===== config.mk =====
export PLATFORM = sky130hd
export DESIGN_NAME = adc_to_distance_interpolator
export DESIGN_NICKNAME = d
export VERILOG_FILES = /design/src/rtl/core/adi_pkg.sv /design/src/rtl/core/adc_to_distance_interpolator.sv /design/src/rtl/core/adi_div.sv
export SDC_FILE = /design/constraint.sdc
export NUM_CORES = 1
export LEC_CHECK = 0
export BUFFER_PORTS_ARGS = -buffer_cell sky130_fd_sc_hd__buf_4
export CAP_MARGIN = 20
export CORE_UTILIZATION = 35
export CTS_BUF_LIST = sky130_fd_sc_hd__clkbuf_4 sky130_fd_sc_hd__clkbuf_8
export DETAILED_ROUTE_END_ITERATION = 10
export PLACE_DENSITY = 0.56
export SETUP_SLACK_MARGIN = 0.02
export SYNTH_ARGS = -nofsm -noshare
export SYNTH_HDL_FRONTEND = slang
export SYNTH_HIERARCHICAL = 1
export SYNTH_SLANG_ARGS = --single-unit

===== constraint.sdc =====
create_clock -name clk_i -period 6.9 [get_ports clk_i]
set_input_delay 0.345 -clock clk_i [delete_from_list [all_inputs] [get_ports clk_i]]
set_output_delay 0.345 -clock clk_i [all_outputs]
set_load 0.01 [all_outputs]

===== src/rtl/core/adi_pkg.sv =====
// shared widths, register indexes and the adc/distance lookup rom for the distance interpolator
package adi_pkg;

  localparam int unsigned AdcW    = 12;
  localparam int unsigned DistW   = 16;
  localparam int unsigned ProdW   = AdcW + DistW;
  localparam int unsigned RomSize = 40;
  localparam int unsigned CfgIdxW = 2;

  localparam logic [CfgIdxW-1:0] CfgMinSample = 2'd0;
  localparam logic [CfgIdxW-1:0] CfgMaxSample = 2'd1;

  localparam logic [AdcW-1:0] MinSampleRst = 12'd562;
  localparam logic [AdcW-1:0] MaxSampleRst = 12'd3773;

  typedef struct packed {
    logic [AdcW-1:0]  adc;
    logic [DistW-1:0] dist_val;
  } rom_entry_t;

  // adc readings descend while distances ascend
  localparam rom_entry_t AdiRom [RomSize] = '{
    '{12'd3733, 16'd7000},  '{12'd3393, 16'd8000},  '{12'd3077, 16'd9000},
    '{12'd2798, 16'd10000}, '{12'd2584, 16'd11000}, '{12'd2361, 16'd12000},
    '{12'd2181, 16'd13000}, '{12'd2044, 16'd14000}, '{12'd1926, 16'd15000},
    '{12'd1811, 16'd16000}, '{12'd1708, 16'd17000}, '{12'd1646, 16'd18000},
    '{12'd1553, 16'd19000}, '{12'd1482, 16'd20000}, '{12'd1411, 16'd21000},
    '{12'd1341, 16'd22000}, '{12'd1294, 16'd23000}, '{12'd1231, 16'd24000},
    '{12'd1190, 16'd25000}, '{12'd1124, 16'd26000}, '{12'd1099, 16'd27000},
    '{12'd1051, 16'd28000}, '{12'd1004, 16'd29000}, '{12'd980,  16'd30000},
    '{12'd933,  16'd31000}, '{12'd909,  16'd32000}, '{12'd882,  16'd33000},
    '{12'd858,  16'd34000}, '{12'd833,  16'd35000}, '{12'd808,  16'd36000},
    '{12'd784,  16'd37000}, '{12'd760,  16'd38000}, '{12'd736,  16'd39000},
    '{12'd733,  16'd40000}, '{12'd687,  16'd42500}, '{12'd645,  16'd45000},
    '{12'd615,  16'd47500}, '{12'd591,  16'd50000}, '{12'd568,  16'd52500},
    '{12'd562,  16'd55000}
  };

endpackage


===== src/rtl/core/adc_to_distance_interpolator.sv =====
// adc sample to distance converter: rom walk for the bracketing pair, then linear interpolation
//
//   channel | direction | handshake             | payload
//   --------+-----------+-----------------------+-------------------------
//   in      | input     | in_valid_i/in_stall_o | adc_sample_i
//   out     | output    | out_valid_o/out_stall_i | distance_o, valid_res_o
//   cfg     | input     | cfg_valid_i/cfg_ready_o | cfg_index_i, cfg_wdata_i
//
// a sample outside the window goes straight to the done state and then, once the output
// is free, into the output register; an in-window sample goes through the rom walk, which
// reads one entry per cycle from a registered rom port (if no pair brackets the sample,
// it goes to the done state with an invalid result), then the multiply state, the restoring
// divide and its done flag (skipped for a flat or falling pair), and the output register
// one sample is in work at a time; the output register holds a result while the next
// sample is taken; async active-low reset restores the window limits
module adc_to_distance_interpolator #(
  parameter int unsigned TABLE_ENTRIES = 40,
  parameter int unsigned SAMPLE_BITS   = 12
) (
  input  logic                        clk_i,
  input  logic                        rst_ni,
  input  logic                        in_valid_i,
  output logic                        in_stall_o,
  input  logic [SAMPLE_BITS-1:0]      adc_sample_i,
  output logic                        out_valid_o,
  input  logic                        out_stall_i,
  output logic [adi_pkg::DistW-1:0]   distance_o,
  output logic                        valid_res_o,
  input  logic                        cfg_valid_i,
  output logic                        cfg_ready_o,
  input  logic [adi_pkg::CfgIdxW-1:0] cfg_index_i,
  input  logic [SAMPLE_BITS-1:0]      cfg_wdata_i
);
  import adi_pkg::*;

  localparam int unsigned Entries = (TABLE_ENTRIES > RomSize) ? RomSize : TABLE_ENTRIES;
  localparam int unsigned IdxW    = $clog2(Entries);
  localparam int unsigned CmpW    = (SAMPLE_BITS > AdcW) ? SAMPLE_BITS : AdcW;
  localparam logic [IdxW-1:0] LastIdx = IdxW'(Entries - 1);

  localparam logic [2:0] StIdle = 3'd0;
  localparam logic [2:0] StWalk = 3'd1;
  localparam logic [2:0] StMul  = 3'd2;
  localparam logic [2:0] StDiv  = 3'd3;
  localparam logic [2:0] StDone = 3'd4;

  logic [2:0]       state_q;
  logic [CmpW-1:0]  min_q, max_q;
  logic [CmpW-1:0]  sample_q;
  logic [IdxW-1:0]  addr_q, rd_idx_q;
  logic             rd_vld_q;
  rom_entry_t       rom_q, prev_q;
  logic [DistW-1:0] d0_q, dd_q;
  logic [AdcW-1:0]  den_q, delta_q;
  logic             skip_q;
  logic [DistW-1:0] res_dist_q;
  logic             res_ok_q;
  logic             out_valid_q;
  logic [DistW-1:0] out_dist_q;
  logic             out_ok_q;

  logic [CmpW-1:0]  samp_in;
  logic             in_win;
  logic             bracket;
  logic             out_free;
  logic             div_start, div_done;
  logic [ProdW-1:0] div_dividend;
  logic [DistW-1:0] div_quo;

  assign samp_in  = CmpW'(adc_sample_i);
  assign in_win   = (samp_in >= min_q) && (samp_in <= max_q);
  assign bracket  = (CmpW'(prev_q.adc) >= sample_q) && (CmpW'(rom_q.adc) <= sample_q);
  assign out_free = !out_valid_q || !out_stall_i;

  assign in_stall_o  = state_q != StIdle;
  assign cfg_ready_o = 1'b1;

  // registered rom read port
  always_ff @(posedge clk_i) begin
    rom_q <= AdiRom[addr_q];
  end

  always_ff @(posedge clk_i or negedge rst_ni) begin
    if (!rst_ni) begin
      min_q <= CmpW'(MinSampleRst);
      max_q <= CmpW'(MaxSampleRst);
    end else if (cfg_valid_i && cfg_ready_o) begin
      case (cfg_index_i)
        CfgMinSample: min_q <= CmpW'(cfg_wdata_i);
        CfgMaxSample: max_q <= CmpW'(cfg_wdata_i);
        default: ;
      endcase
    end
  end

  always_ff @(posedge clk_i or negedge rst_ni) begin
    if (!rst_ni) begin
      state_q    <= StIdle;
      addr_q     <= '0;
      rd_idx_q   <= '0;
      rd_vld_q   <= 1'b0;
      sample_q   <= '0;
      prev_q     <= '0;
      d0_q       <= '0;
      dd_q       <= '0;
      den_q      <= '0;
      delta_q    <= '0;
      skip_q     <= 1'b0;
      res_dist_q <= '0;
      res_ok_q   <= 1'b0;
    end else begin
      rd_vld_q <= state_q == StWalk;
      rd_idx_q <= addr_q;
      case (state_q)
        StIdle: begin
          if (in_valid_i) begin
            sample_q <= samp_in;
            addr_q   <= '0;
            if (in_win) begin
              state_q <= StWalk;
            end else begin
              res_dist_q <= '0;
              res_ok_q   <= 1'b0;
              state_q    <= StDone;
            end
          end
        end
        StWalk: begin
          if (addr_q != LastIdx) begin
            addr_q <= addr_q + IdxW'(1);
          end
          if (rd_vld_q) begin
            if (rd_idx_q == '0) begin
              prev_q <= rom_q;
            end else if (bracket) begin
              d0_q    <= prev_q.dist_val;
              dd_q    <= rom_q.dist_val - prev_q.dist_val;
              den_q   <= prev_q.adc - rom_q.adc;
              delta_q <= AdcW'(CmpW'(prev_q.adc) - sample_q);
              skip_q  <= (prev_q.adc == rom_q.adc) || (rom_q.dist_val < prev_q.dist_val);
              state_q <= StMul;
            end else begin
              prev_q <= rom_q;
              if (rd_idx_q == LastIdx) begin
                res_dist_q <= '0;
                res_ok_q   <= 1'b0;
                state_q    <= StDone;
              end
            end
          end
        end
        StMul: begin
          if (skip_q) begin
            res_dist_q <= d0_q;
            res_ok_q   <= 1'b1;
            state_q    <= StDone;
          end else begin
            state_q <= StDiv;
          end
        end
        StDiv: begin
          if (div_done) begin
            res_dist_q <= d0_q + div_quo;
            res_ok_q   <= 1'b1;
            state_q    <= StDone;
          end
        end
        StDone: begin
          if (out_free) begin
            state_q <= StIdle;
          end
        end
        default: state_q <= StIdle;
      endcase
    end
  end

  // product lands straight in the divider's dividend register
  assign div_start    = (state_q == StMul) && !skip_q;
  assign div_dividend = ProdW'(dd_q) * ProdW'(delta_q);

  adi_div u_div (
    .clk_i      (clk_i),
    .rst_ni     (rst_ni),
    .start_i    (div_start),
    .dividend_i (div_dividend),
    .divisor_i  (den_q),
    .done_o     (div_done),
    .quotient_o (div_quo)
  );

  always_ff @(posedge clk_i or negedge rst_ni) begin
    if (!rst_ni) begin
      out_valid_q <= 1'b0;
      out_dist_q  <= '0;
      out_ok_q    <= 1'b0;
    end else if ((state_q == StDone) && out_free) begin
      out_valid_q <= 1'b1;
      out_dist_q  <= res_dist_q;
      out_ok_q    <= res_ok_q;
    end else if (!out_stall_i) begin
      out_valid_q <= 1'b0;
    end
  end

  assign out_valid_o = out_valid_q;
  assign distance_o  = out_dist_q;
  assign valid_res_o = out_ok_q;

endmodule


===== src/rtl/core/adi_div.sv =====
// restoring divider, one quotient bit per cycle
module adi_div (
  input  logic                      clk_i,
  input  logic                      rst_ni,
  input  logic                      start_i,
  input  logic [adi_pkg::ProdW-1:0] dividend_i,
  input  logic [adi_pkg::AdcW-1:0]  divisor_i,
  output logic                      done_o,
  output logic [adi_pkg::DistW-1:0] quotient_o
);
  import adi_pkg::*;

  localparam int unsigned CntW = $clog2(ProdW + 1);

  logic [AdcW-1:0]   rem_q;
  logic [ProdW-1:0]  quo_q;
  logic [AdcW-1:0]   dvs_q;
  logic [CntW-1:0]   cnt_q;
  logic              busy_q;
  logic              done_q;

  logic [AdcW:0]     rem_sh;
  logic [AdcW:0]     rem_sub;
  logic              ge;

  // remainder stays below the divisor, so it fits in AdcW bits
  assign rem_sh  = {rem_q, quo_q[ProdW-1]};
  assign ge      = rem_sh >= {1'b0, dvs_q};
  assign rem_sub = rem_sh - {1'b0, dvs_q};

  always_ff @(posedge clk_i or negedge rst_ni) begin
    if (!rst_ni) begin
      busy_q <= 1'b0;
      done_q <= 1'b0;
      cnt_q  <= '0;
      rem_q  <= '0;
      quo_q  <= '0;
      dvs_q  <= '0;
    end else begin
      done_q <= busy_q && (cnt_q == CntW'(1));
      if (start_i) begin
        busy_q <= 1'b1;
        cnt_q  <= CntW'(ProdW);
        rem_q  <= '0;
        quo_q  <= dividend_i;
        dvs_q  <= divisor_i;
      end else if (busy_q) begin
        rem_q <= ge ? rem_sub[AdcW-1:0] : rem_sh[AdcW-1:0];
        quo_q <= {quo_q[ProdW-2:0], ge};
        cnt_q <= cnt_q - CntW'(1);
        if (cnt_q == CntW'(1)) begin
          busy_q <= 1'b0;
        end
      end
    end
  end

  // quotient never exceeds the distance step, so the low bits carry it all
  assign done_o     = done_q;
  assign quotient_o = quo_q[DistW-1:0];

endmodule


==> Yosys cells after proc, flatten, opt, wreduce, memory -nomap -nowiden <==
Memory sizes are Yosys's and may differ from the RTL's. A register that Yosys moved wholly into a read port is not among the register bits.
Index checks and enable logic that the tools add are counted.
{ "totals": {"in_bits": 31, "mem_bits_rw": 0, "regBits": 231, "out_inout_bits": 20, "romBits": 1792, "elab_cells": 134, "latch_bits": 0, "mem_count": 1} }
{ "memory_table": {"columns": ["name", "depth", "word_bits", "read_ports", "rd_ports_with_merged_regs", "write_ports", "line", "text"], "rows": [
  ["(no name shown)", 64, 28, 1, 1, 0, "adc_to_distance_interpolator.sv:80", "rom_q <= AdiRom[addr_q];"]
]} }
{ "classes": {"reduce_logical": 25, "add_sub_neg": 7, "shift": 0, "n_eq_ne": 22, "div": 0, "muxes": 45, "bitwise_logic": 2, "magnitude_cmp": 6, "multipliers": 1} }
{ "op_table": {"columns": ["operator", "n"], "rows": [
  ["$mux 16", 8],
  ["$mux 28", 4],
  ["$pmux 16 s4", 1],
  ["$mux 12", 3],
  ["$sub 12x12->12", 3],
  ["$mul 16x12->28", 1],
  ["$mux 3", 9],
  ["$ge 12x12->1", 2],
  ["$le 12x12->1", 2],
  ["$add 16x16->16", 1],
  ["$lt 16x16->1", 1],
  ["$sub 16x16->16", 1],
  ["$pmux 3 s5", 1],
  ["$ne 2x2->1 const B", 7],
  ["$ge 13x12->1", 1],
  ["$mux 1", 13],
  ["$eq 12x12->1", 1],
  ["$mux 6", 2],
  ["$pmux 6 s2", 1],
  ["$mux 5", 2],
  ["$ne 2x1->1 const B", 5],
  ["$reduce_and 9->1", 1],
  ["$not 6->7", 1],
  ["$add 6x1->6 const B", 1],
  ["other kinds (24)", 36]
]} }

==> Depth between registers and ports, before layout <==
Gate-level depths: netlist of run 1.
{ "logic_depth": {"ltp_word": 6, "depth_mapped": 23, "ltp_nobuf": 22} }

==> Modules after synthesis <==
The synthesis of run 1 kept the hierarchy.
{ "by_module_without_submodules": {"columns": ["mod", "instances", "cells_per_inst", "area_each_um2"], "rows": [
  ["adc_to_distance_interpolator", 1, 1867, 16579.7],
  ["adi_div", 1, 352, 3404.5]
]} }

==> Worst setup path before layout of run 1 <==
OpenSTA, ideal clock, no wires.
{ "synth_timing": {"path_kind": "register to register", "start": "register delta_q[5]", "end": "register u_div.quo_q[24]", "path_slack_ns": 1.529, "path_stages_with_launch": 20, "arrival_ns": 5.288, "t_required_ns": 6.817, "cell_sequence": "dfrtp_1 -> clkbuf_1 -> nand2_1 -> fa_1 -> fa_1 -> fa_1 -> inv_1 -> fa_1 -> inv_1 -> fa_1 -> inv_1 -> ha_1 -> a21oi_1 -> a21oi_1 -> o31ai_1 -> o221ai_1 -> or4_1 -> nand3_1 -> nand2_1 -> o21ai_0"} }
{ "synth_between": {"elab_chain_len": 2} }
{ "synth_rtl": {"columns": ["item", "line", "text"], "rows": [
  ["start, declared", "adc_to_distance_interpolator.sv:54", "logic [AdcW-1:0] den_q, delta_q;"],
  ["start signal, assigned", "adc_to_distance_interpolator.sv:139", "delta_q <= AdcW'(CmpW'(prev_q.adc) - sample_q);"],
  ["$mul 16x12->28", "adc_to_distance_interpolator.sv:180", "assign div_dividend = ProdW'(dd_q) * ProdW'(delta_q);"],
  ["via div_dividend[24]", "adc_to_distance_interpolator.sv:67", "logic [ProdW-1:0] div_dividend;"],
  ["$mux 28", "adi_div.sv:41", "if (start_i) begin"],
  ["end signal, assigned", "adi_div.sv:45", "quo_q <= dividend_i;"],
  ["end signal, assigned", "adi_div.sv:49", "quo_q <= {quo_q[ProdW-2:0], ge};"],
  ["end, declared", "adi_div.sv:16", "logic [ProdW-1:0] quo_q;"]
]} }
The timed path passes the listed nets, and every way through them passes these cells.
A chain may end at the register's enable or synchronous reset.

==> Final worst setup path of run 1 <==
Same ends and word-level chain as after synthesis.

==> results of run 1 <==
[area by class of cell]
class                      instances  area share [%]
inverter                         288            4.87
clock inverter                    14           0.654
sequential                       251            27.8
clock buffer                      75            4.12
multi-input combinational       1566            55.0
timing repair buffer              87            3.33
tap                              756            4.26
[power by group]
part	internal [uW]	total (uW)	switching, uW
logic	70.3	159	89.2
clock network	925	1600	677
registers	1510	1520	9.91
total	2500	3280	776
[worst reg2reg max path, stage by stage (launching register included)]
cell                       delay, ns
sky130_fd_sc_hd__dfrtp_1        0.70
sky130_fd_sc_hd__nand2_1        0.17
sky130_fd_sc_hd__fa_1           0.58
sky130_fd_sc_hd__fa_1           0.45
sky130_fd_sc_hd__fa_1           0.52
sky130_fd_sc_hd__inv_1          0.07
sky130_fd_sc_hd__fa_1           0.54
sky130_fd_sc_hd__inv_1          0.06
sky130_fd_sc_hd__fa_1           0.52
sky130_fd_sc_hd__inv_1          0.04
sky130_fd_sc_hd__ha_1           0.34
sky130_fd_sc_hd__a21oi_1        0.21
sky130_fd_sc_hd__a21oi_1        0.14
sky130_fd_sc_hd__o31ai_1        0.52
sky130_fd_sc_hd__o221ai_1       0.31
sky130_fd_sc_hd__or4_1          0.52
sky130_fd_sc_hd__nand3_1        0.08
sky130_fd_sc_hd__nand2_1        0.05
sky130_fd_sc_hd__o21ai_0        0.09
[per-stage QoR]
| step | instances | setup slack [ns] | area (um^2) |
|---|---|---|---|
| final | 3037 | 0.932 | 22200 |
| after global routing | 3037 | 0.570 | 22200 |
| after detailed placement | 2922 | 0.935 | 20900 |
| after floorplan | 2220 | 1.53 | 20000 |
| after CTS | 3037 | 0.931 | 22200 |
| after global placement | 2922 | 1.03 | 20900 |
[cells by family (layout without fill, tap and decap cells)]
group / after synthesis / count (layout) / synth area share [%]
AND/OR/NAND/NOR: 648 / 648 / 15.3
AO/OA/AOI/OAI: 456 / 456 / 14.2
buffers and inverters: 403 / 464 / 8.23
adder cells (fa/ha/maj): 303 / 303 / 23.7
flip-flops: 251 / 251 / 30.9
multiplexers: 88 / 88 / 4.76
XOR/XNOR: 68 / 68 / 2.98
other: 2 / 3 / 0.0376
[worst max-delay path by stage]
stage | start | to | slack, ns
finish | delta_q[5] | u_div/quo_q[24] | 0.93
global route | delta_q[8] | u_div/quo_q[24] | 0.57
CTS | delta_q[5] | u_div/quo_q[24] | 0.93
detailed placement | delta_q[8] | u_div/quo_q[24] | 0.94
global placement | delta_q[5] | u_div/quo_q[24] | 1.03
floorplan | delta_q[5] | u_div/quo_q[24] | 1.53
[synth_stat cells (all sizes together) (4+ instances only)]
master	n
and4	5
mux2i	40
and3	16
buf	34
o31a	5
fa	125
o22ai	7
a211o	6
a311oi	9
o211ai	9
nor4	6
or4	5
nor3	31
dfstp	13
nand3	33
dfrtp	212
nand2b	15
nand2	316
o21ai	183
inv	287
a211oi	33
o31ai	11
nor2b	23
nand4	14
a21o	17
o21a	14
or3	11
dfxtp	26
a31oi	16
ha	178
o311ai	4
mux2	47
o221ai	4
clkbuf	81
xnor2	46
o21bai	8
nor3b	5
xor2	22
nor2	79
a21oi	100
and2	76
[flip-flops by register name, indices dropped and copies added, names as in the netlist, 14 cells and up]
signal       cells
d0_q            14
res_dist_q      16
rom_q           26
prev_q          26
distance_o      16
u_div/quo_q     28
dd_q            14
[per-layer routing]
layer	track usage [%]	routed length [um]	part of all wire (%)
met5	0	0	0
met4	5.68	1210	2.6
met3	2.21	2050	4.3
met2	26.5	21300	45
met1	23.5	22800	48
==> qor.json, run 1 <==
{
  "sta": {
    "clock.fmax_mhz": 168,
    "maxSlewViolCount": 0,
    "final.hold.worst_slack_ns": 0.137,
    "timing.final.hold_violations": 0,
    "setup_repair_after_global_routing_missed_its_margin": "no",
    "totalNegativeSetupSlack_ns": 0,
    "worstMarginPinSlew_ns": 1.05,
    "setup-violations-final": 0,
    "max_slew_margin_pct": 29.7,
    "min_period_ns": 5.97,
    "period_share_pct": 86.5,
    "clock_skews_ns": 0.0481
  },
  "setup_path": {
    "critical_path.top_delay_family": "adder cells",
    "critPathLaunchType": "register",
    "setup.worst_path.class": "register to register",
    "max_stage_delay_ns": 0.70,
    "slowest_stage": "sky130_fd_sc_hd__dfrtp_1",
    "ff2ff_path_depth": 18,
    "timing.critical_path.to_type": "register",
    "cp.required_ns": 7.45,
    "timing.rr.start": "delta_q[5]",
    "critical_path_cell_count": 18,
    "r2r-end": "u_div/quo_q[24]",
    "worst-path-max-fanout": 15,
    "regToRegSetupSlack_ns": 0.93,
    "worst_path_cell_trace": "nand2_1 -> fa_1 -> fa_1 -> fa_1 -> inv_1 -> fa_1 -> inv_1 -> fa_1 -> inv_1 -> ha_1 -> a21oi_1 -> a21oi_1 -> o31ai_1 -> o221ai_1 -> or4_1 -> nand3_1 -> nand2_1 -> o21ai_0",
    "critical-path-top-cell-by-count": "sky130_fd_sc_hd__fa_1",
    "critical_path_buf_inv_count": 3,
    "arrival_ns": 6.51
  },
  "global_routing": {
    "grt_use_total_pct": 16.7,
    "pin_count_of_the_biggest_net_entering_global_routing": 132,
    "grt_pass1_wl_um": 78300,
    "grt_pass1_vias": 15102,
    "grt-ovfl-total": 0,
    "grt_antenna_before_repair": 0
  },
  "final_layout": {
    "syn_to_final_growth_pct": 11.0,
    "layout.core_utilization_pct": 39.4,
    "post_route_cells_drive_above_1_share_pct": 10.6,
    "fin_nets": 2576,
    "layout.cells.most_common_list": "sky130_fd_sc_hd__nand2_1, sky130_fd_sc_hd__inv_1, sky130_fd_sc_hd__dfrtp_1",
    "multi_input_area_mm2": 0.0122,
    "antenna_cells": 0,
    "mostFrequentLayoutCell": "sky130_fd_sc_hd__nand2_1",
    "layout.filler_cells": 5734,
    "final-seq-area_mm2": 0.00617
  },
  "floorplan": {
    "placeable_core_region_mm2": 0.0564,
    "ios": 51,
    "die_h_um": 241,
    "dieWidth_um": 241,
    "placementRows": 87,
    "initial_core_utilization_pct": 35.4,
    "die_area_mm2": 0.0581
  },
  "clocking": {
    "tritoncts_clock_tree": "done",
    "tritoncts_num_sinks": 251,
    "post_cts.resized_instances": 0,
    "cts-root-to-sink-buffers": 3,
    "post-cts-setup-buffers": 0,
    "cts-root-buf": "sky130_fd_sc_hd__clkbuf_8",
    "clk_pin_slew_worst_paths_ns": 0.05,
    "worstSkewPairLatency_ns": 0.64,
    "clock_tree.htree_level_count": 2,
    "holdBufCountCts": 26,
    "cts_inserted_buffers": 48
  },
  "detailed_routing": {
    "total_drc_errors_in_the_routed_layout": 0,
    "first_pass_iters": 5,
    "routed_wirelength_um": 47400,
    "postRouteAntennaNets": 0,
    "avgViaCountPerCell": 5.00,
    "dr.first_iter.drc_count": 881,
    "via_count": 15182,
    "avgRoutedWirePerCell_um": 15.6
  },
  "placed_design": {
    "post-dp-hpwl_um": 35300,
    "io_buffer_count": 49,
    "gp_congestion": 0.867
  },
  "yosys": {
    "synth-seq-area-share_pct": 30.9,
    "synth.yosys.warnings": 6,
    "synth_top_area_cell": "sky130_fd_sc_hd__dfrtp_1",
    "synth_edf_count": 0,
    "synth_area_mm2": 0.0200,
    "synth_top_area_share_pct": 26.5,
    "synth_cells": 2219,
    "register_bit_count_reported_by_yosys": 251,
    "netlist-cell-type-count": 90,
    "synthArstFlopShare_pct": 89.6,
    "synth_area_per_cell_um2": 9.01,
    "post_synth_main_area_contributors": "sky130_fd_sc_hd__dfrtp_1, sky130_fd_sc_hd__fa_1, sky130_fd_sc_hd__ha_1, sky130_fd_sc_hd__nand2_1, sky130_fd_sc_hd__inv_1",
    "dominantRegCellSynth": "sky130_fd_sc_hd__dfrtp_1"
  },
  "power": {
    "pwr_density_cell_mw_per_mm2": 148,
    "irDropWorstVdd_mv": 0.175,
    "power.static_leakage_uw": 0.0106,
    "power_uw": 3280
  },
  "job": {
    "timing.max_cap.violations": 0
  },
  "status": {
    "status": "completed"
  },
  "min_path": {
    "hp-start": "in_valid_i",
    "worst_hold_path_type": "primary input to register",
    "hold_path_depth": 3,
    "worstHoldEndpoint": "sample_q[0]"
  }
}
Note: power is estimated with default switching activity, not from simulation.
==> run 2, diff against run 1 <==
--- a/config.mk
+++ b/config.mk
@@ -11,6 +11,7 @@
 export CTS_BUF_LIST = sky130_fd_sc_hd__clkbuf_4 sky130_fd_sc_hd__clkbuf_8
 export DETAILED_ROUTE_END_ITERATION = 10
 export PLACE_DENSITY = 0.56
+export RECOVER_POWER = 100
 export SETUP_SLACK_MARGIN = 0.02
 export SYNTH_ARGS = -nofsm -noshare
 export SYNTH_HDL_FRONTEND = slang
==> run 2 against run 1 <==
  * The flow now finishes with violations (capacitance limit, slew limit)
  * Combinational power about the same
  * Clock-buffer cell count unchanged
  * Fmax decreased by 1.6%
  * Sequential power about the same
  * Worst hold slack got worse by 0.0017 ns
  * Core utilization decreased by 0.26 points
  * Clock power about the same
  * Critical endpoint unchanged
  * Largest cell class unchanged
  * Highest routed layer unchanged
==> qor.json, run 2 (synthesis gave the netlist of run 1 again) <==
{
  "final_layout": {
    "largest-register": "u_div/quo_q",
    "layout.cells.most_common_list": "sky130_fd_sc_hd__nand2_1, sky130_fd_sc_hd__inv_1, sky130_fd_sc_hd__dfrtp_1",
    "syn_to_final_growth_pct": 10.3,
    "mostFrequentLayoutCell": "sky130_fd_sc_hd__nand2_1",
    "layout.filler_cells": 5773,
    "largest_reg_flops": 28,
    "post_route_cells_drive_above_1_share_pct": 9.03,
    "antenna_cells": 0,
    "finalInstanceArea_mm2": 0.0220,
    "biggestRegsByFlops": "u_div/quo_q (28), prev_q (26), rom_q (26)",
    "fin_nets": 2576
  },
  "detailed_routing": {
    "avgRoutedWirePerCell_um": 15.6,
    "total_drc_errors_in_the_routed_layout": 0,
    "routed_wirelength_um": 47500,
    "via_count": 15209,
    "first_pass_iters": 5,
    "postRouteAntennaNets": 0,
    "dr.first_iter.drc_count": 872,
    "avgViaCountPerCell": 5.01
  },
  "floorplan": {
    "ios": 51,
    "die_area_mm2": 0.0581,
    "die_h_um": 241,
    "initial_core_utilization_pct": 35.4,
    "placeable_core_region_mm2": 0.0564,
    "dieWidth_um": 241,
    "placementRows": 87
  },
  "setup_path": {
    "timing.critical_path.to_type": "register",
    "critPathLaunchType": "register",
    "worst-path-max-fanout": 15,
    "cp.required_ns": 7.42,
    "regToRegSetupSlack_ns": 0.84,
    "arrival_ns": 6.59,
    "setup.worst_path.class": "register to register"
  },
  "sta": {
    "totalNegativeSetupSlack_ns": 0,
    "maxSlewViolCount": 373,
    "final.hold.worst_slack_ns": 0.136,
    "clock.fmax_mhz": 165,
    "min_period_ns": 6.06,
    "clock_skews_ns": 0.0390,
    "setup-violations-final": 0,
    "setup_repair_after_global_routing_missed_its_margin": "no",
    "period_share_pct": 87.9,
    "timing.final.hold_violations": 0,
    "max_slew_margin_pct": -224,
    "worstMarginPinSlew_ns": 4.86
  },
  "clocking": {
    "cts-root-buf": "sky130_fd_sc_hd__clkbuf_8",
    "worstSkewPairLatency_ns": 0.63,
    "cts_inserted_buffers": 48,
    "post_cts.resized_instances": 0,
    "clock_tree.htree_level_count": 2,
    "clk_pin_slew_worst_paths_ns": 0.05,
    "tritoncts_clock_tree": "done",
    "tritoncts_num_sinks": 251,
    "holdBufCountCts": 26,
    "cts-root-to-sink-buffers": 3,
    "post-cts-setup-buffers": 0
  },
  "power": {
    "power.static_leakage_uw": 0.0105,
    "p_switching_uw": 775,
    "irDropWorstVdd_mv": 0.174,
    "power.share.combinational_pct": 4.9,
    "power_uw": 3280,
    "netSwitchingFraction_pct": 23.6,
    "intPower_uw": 2500,
    "pwr_density_cell_mw_per_mm2": 149,
    "clkPwrFrac_pct": 48.9,
    "power.sequential.fraction_pct": 46.3
  },
  "placed_design": {
    "io_buffer_count": 49,
    "gp_congestion": 0.867,
    "post-dp-hpwl_um": 35300,
    "placed_area_mm2": 0.0209
  },
  "global_routing": {
    "pin_count_of_the_biggest_net_entering_global_routing": 132,
    "grt_pass1_vias": 15102,
    "grt_pass1_wl_um": 78300,
    "grt-ovfl-total": 0,
    "grt_use_total_pct": 16.7,
    "grt_antenna_before_repair": 0
  },
  "status": {
    "status": "finished, violations left",
    "violations": "capacitance limit, slew limit"
  },
  "min_path": {
    "worst_hold_path_type": "primary input to register"
  },
  "job": {
    "timing.max_cap.violations": 8
  }
}
[run 2: cell count changes in the layout (fill, tap and decap cells not counted), moves of 3 or more]
cell                       previous run  this run
sky130_fd_sc_hd__clkbuf_1             0        29
sky130_fd_sc_hd__and2_0               0         3
sky130_fd_sc_hd__and2_1              75        72
sky130_fd_sc_hd__buf_4               59        30
[run 2: metal layers]
| layer | wire [um] | vias to the layer above | global-route usage, % |
|---|---|---|---|
| li1 | - | 7477 | - |
| met1 | 22700 | 7278 | 23.5 |
| met2 | 21300 | 363 | 26.5 |
| met3 | 2150 | 91 | 2.21 |
| met4 | 1250 | 0 | 5.68 |
| met5 | 0 | - | 0 |
[run 2: final cells by class]
type	count	area, um^2	area share [%]
Inverter	288	1080	4.90
Tap cell	756	946	4.29
Multi-Input combinational cell	1566	12200	55.2
Clock inverter	14	145	0.658
Sequential cell	251	6170	28.0
Clock buffer	75	913	4.14
Timing Repair Buffer	87	624	2.83
[run 2: power groups by stage]
| stage | clock, uW | sequential (uW) | combinational, uW |
|---|---|---|---|
| 2_1_floorplan | 0 | 1540 | 80.7 |
| 3_3_place_gp | 0 | 1540 | 146 |
| 3_5_place_dp | 0 | 1540 | 151 |
| 4_1_cts | 1660 | 1510 | 164 |
| 5_1_grt | 1730 | 1520 | 183 |
| 6_report | 1600 | 1520 | 159 |
[run 2: through the flow]
stage | setup slack [ns] | std cells | util (%)
5_1_grt | 0.433 | 3037 | 39.1
3_5_place_dp | 0.935 | 2922 | 37.0
2_1_floorplan | 1.53 | 2220 | -
3_3_place_gp | 1.03 | 2922 | 37.0
4_1_cts | 0.931 | 3037 | 39.4
6_report | 0.837 | 3037 | 39.1
[run 2: critical path: stages (launching register included)]
cell and delay (ns):
sky130_fd_sc_hd__dfrtp_1 0.69, sky130_fd_sc_hd__nand2_1 0.16, sky130_fd_sc_hd__fa_1 0.58, sky130_fd_sc_hd__fa_1 0.45
sky130_fd_sc_hd__fa_1 0.52, sky130_fd_sc_hd__inv_1 0.07, sky130_fd_sc_hd__fa_1 0.54, sky130_fd_sc_hd__inv_1 0.06
sky130_fd_sc_hd__fa_1 0.52, sky130_fd_sc_hd__inv_1 0.04, sky130_fd_sc_hd__ha_1 0.34, sky130_fd_sc_hd__a21oi_1 0.21
sky130_fd_sc_hd__a21oi_1 0.13, sky130_fd_sc_hd__o31ai_1 0.54, sky130_fd_sc_hd__o221ai_1 0.31, sky130_fd_sc_hd__or4_1 0.52
sky130_fd_sc_hd__nand3_1 0.08, sky130_fd_sc_hd__nand2_1 0.05, sky130_fd_sc_hd__o21ai_0 0.14
[run 2: path summary, 6_finish.rpt]
check | start | end | cells after the start
setup reg to reg | delta_q[5] | u_div/quo_q[24] | 18
hold reg to reg | den_q[1] | den_q[1] | 2
hold / removal | in_valid_i | sample_q[0] | 3
setup / recovery | delta_q[5] | u_div/quo_q[24] | 18
min in group asynchronous | rst_ni | u_div/quo_q[24] | 2
max in group asynchronous | rst_ni | u_div/busy_q | 2
==> run 3, diff against run 2 <==
==> constraint.sdc (replaced) <==
create_clock -name clk_i -period 7.6 [get_ports clk_i]
set_input_delay 0.38 -clock clk_i [delete_from_list [all_inputs] [get_ports clk_i]]
set_output_delay 0.38 -clock clk_i [all_outputs]
set_load 0.01 [all_outputs]
==> run 3 against run 2 <==
  * The run still ends with capacitance limit, slew limit left
  * Combinational power decreased by 10%
  * Sequential cell count unchanged
  * Fmax increased by 1.4%
  * First-iteration DRC count increased by 23%
  * Worst hold slack got worse by 0.065 ns
  * Total power decreased by 8.9%
  * Sequential power decreased by 9%
  * Die area unchanged
  * Critical path depth increased by 2
==> qor.json, run 3 (synthesis gave the netlist of run 1 again) <==
{
  "status": {
    "status": "finished, violations left",
    "violations": "capacitance limit, slew limit"
  },
  "placed_design": {
    "post-dp-hpwl_um": 35400,
    "placed_area_mm2": 0.0209,
    "gp_congestion": 0.865,
    "io_buffer_count": 49
  },
  "setup_path": {
    "ff2ff_path_depth": 20,
    "cp.required_ns": 8.12,
    "r2r-end": "u_div/quo_q[24]",
    "worst_setup_path_startpoint": "delta_q[4]",
    "timing.rr.start": "delta_q[4]",
    "setup.worst_path.class": "register to register",
    "regToRegSetupSlack_ns": 1.62,
    "critPathLaunchType": "register",
    "worst-path-max-fanout": 15,
    "arrival_ns": 6.50,
    "timing.critical_path.to_type": "register"
  },
  "detailed_routing": {
    "via_count": 15232,
    "first_pass_iters": 7,
    "avgRoutedWirePerCell_um": 15.7,
    "routed_wirelength_um": 47700,
    "avgViaCountPerCell": 5.02,
    "postRouteAntennaNets": 0,
    "total_drc_errors_in_the_routed_layout": 0,
    "dr.first_iter.drc_count": 1069
  },
  "sta": {
    "worstMarginPinSlew_ns": 3.76,
    "timing.final.hold_violations": 0,
    "setup_repair_after_global_routing_missed_its_margin": "no",
    "clock_skews_ns": 0.0360,
    "period_share_pct": 78.6,
    "clock.fmax_mhz": 167,
    "totalNegativeSetupSlack_ns": 0,
    "max_slew_margin_pct": -151,
    "final.hold.worst_slack_ns": 0.0707,
    "maxSlewViolCount": 491,
    "min_period_ns": 5.98,
    "setup-violations-final": 0
  },
  "floorplan": {
    "ios": 51,
    "die_area_mm2": 0.0581,
    "initial_core_utilization_pct": 35.4,
    "die_h_um": 241,
    "placeable_core_region_mm2": 0.0564,
    "placementRows": 87,
    "dieWidth_um": 241
  },
  "final_layout": {
    "syn_to_final_growth_pct": 10.1,
    "biggestRegsByFlops": "u_div/quo_q (28), prev_q (26), rom_q (26)",
    "antenna_cells": 0,
    "fin_nets": 2575,
    "post_route_cells_drive_above_1_share_pct": 8.83,
    "largest-register": "u_div/quo_q",
    "finalInstanceArea_mm2": 0.0220,
    "layout.filler_cells": 5717,
    "largest_reg_flops": 28,
    "layout.core_utilization_pct": 39.0,
    "layout.cells.most_common_list": "sky130_fd_sc_hd__nand2_1, sky130_fd_sc_hd__inv_1, sky130_fd_sc_hd__dfrtp_1",
    "mostFrequentLayoutCell": "sky130_fd_sc_hd__nand2_1"
  },
  "power": {
    "power.static_leakage_uw": 0.0105,
    "pwr_density_cell_mw_per_mm2": 136,
    "irDropWorstVdd_mv": 0.129
  },
  "global_routing": {
    "pin_count_of_the_biggest_net_entering_global_routing": 132,
    "grt_pass1_vias": 15159,
    "grt-ovfl-total": 0,
    "grt_antenna_before_repair": 0,
    "grt_use_total_pct": 16.9,
    "grt_pass1_wl_um": 79300
  },
  "min_path": {
    "hp-start": "adc_sample_i[0]",
    "worst_hold_path_type": "primary input to register",
    "worstHoldEndpoint": "sample_q[0]",
    "hold_path_depth": 3
  },
  "clocking": {
    "cts-root-buf": "sky130_fd_sc_hd__clkbuf_8",
    "cts_inserted_buffers": 48,
    "worstSkewPairLatency_ns": 0.65,
    "tritoncts_clock_tree": "done",
    "cts-root-to-sink-buffers": 3,
    "tritoncts_num_sinks": 251,
    "clk_pin_slew_worst_paths_ns": 0.06,
    "clock_tree.htree_level_count": 2,
    "post_cts.resized_instances": 0,
    "post-cts-setup-buffers": 0,
    "holdBufCountCts": 25
  },
  "job": {
    "timing.max_cap.violations": 8
  }
}
==> run 3: per-stage QoR <==
| step | cells | power [uW] | setup slack [ns] |
|---|---|---|---|
| after floorplan | 2220 | 1470 | 2.23 |
| after global placement | 2922 | 1530 | 1.75 |
| after detailed placement | 2922 | 1540 | 1.68 |
| after CTS | 3033 | 3050 | 1.68 |
| after global routing | 3033 | 3120 | 1.27 |
| final | 3033 | 2990 | 1.62 |
==> run 3: worst max-delay path by stage <==
stage                            endpoint  slack (ns)
final                     u_div/quo_q[24]        1.62
after CTS                 u_div/quo_q[24]        1.68
after detailed placement  u_div/quo_q[24]        1.68
after floorplan           u_div/quo_q[24]        2.23
after global routing      u_div/quo_q[24]        1.27
after global placement    u_div/quo_q[24]        1.75
==> run 3: power by group <==
group          leakage, uW  internal (uW)  switching [uW]
Combinational      0.00682           62.4            80.7
Sequential         0.00310           1370            8.94
Clock             0.000562            842             624
==> run 3: area by class of cell <==
class / count / area (um^2) / area share (%)
flip-flops and latches: 251 / 6170 / 28.0
clock inverters: 13 / 140 / 0.637
multi-input cells: 1566 / 12200 / 55.2
repair buffers: 86 / 604 / 2.75
well taps: 756 / 946 / 4.30
clock buffers: 73 / 917 / 4.17
inverters: 288 / 1080 / 4.91
==> run 3: routing by layer <==
layer,track usage (%),vias up,part of all wire [%]
met5,0,-,0
met1,23.7,7381,48
met2,26.3,329,45
met4,6.12,0,3.0
li1,-,7450,-
met3,2.71,72,4.2
==> run 3: worst max-delay path, stage by stage, from the launching register on <==
cell                       delay (ns)
sky130_fd_sc_hd__dfrtp_1         0.68
sky130_fd_sc_hd__nand2_1         0.15
sky130_fd_sc_hd__fa_1            0.50
sky130_fd_sc_hd__fa_1            0.51
sky130_fd_sc_hd__inv_1           0.05
sky130_fd_sc_hd__ha_1            0.30
sky130_fd_sc_hd__fa_1            0.53
sky130_fd_sc_hd__inv_1           0.05
sky130_fd_sc_hd__fa_1            0.53
sky130_fd_sc_hd__inv_1           0.04
sky130_fd_sc_hd__ha_1            0.33
sky130_fd_sc_hd__o21a_1          0.13
sky130_fd_sc_hd__o31a_1          0.15
sky130_fd_sc_hd__o211ai_2        0.18
sky130_fd_sc_hd__a21oi_1         0.13
sky130_fd_sc_hd__o31ai_1         0.50
sky130_fd_sc_hd__o221ai_1        0.30
sky130_fd_sc_hd__or4_1           0.53
sky130_fd_sc_hd__nand3_1         0.08
sky130_fd_sc_hd__nand2_1         0.05
sky130_fd_sc_hd__o21ai_0         0.14
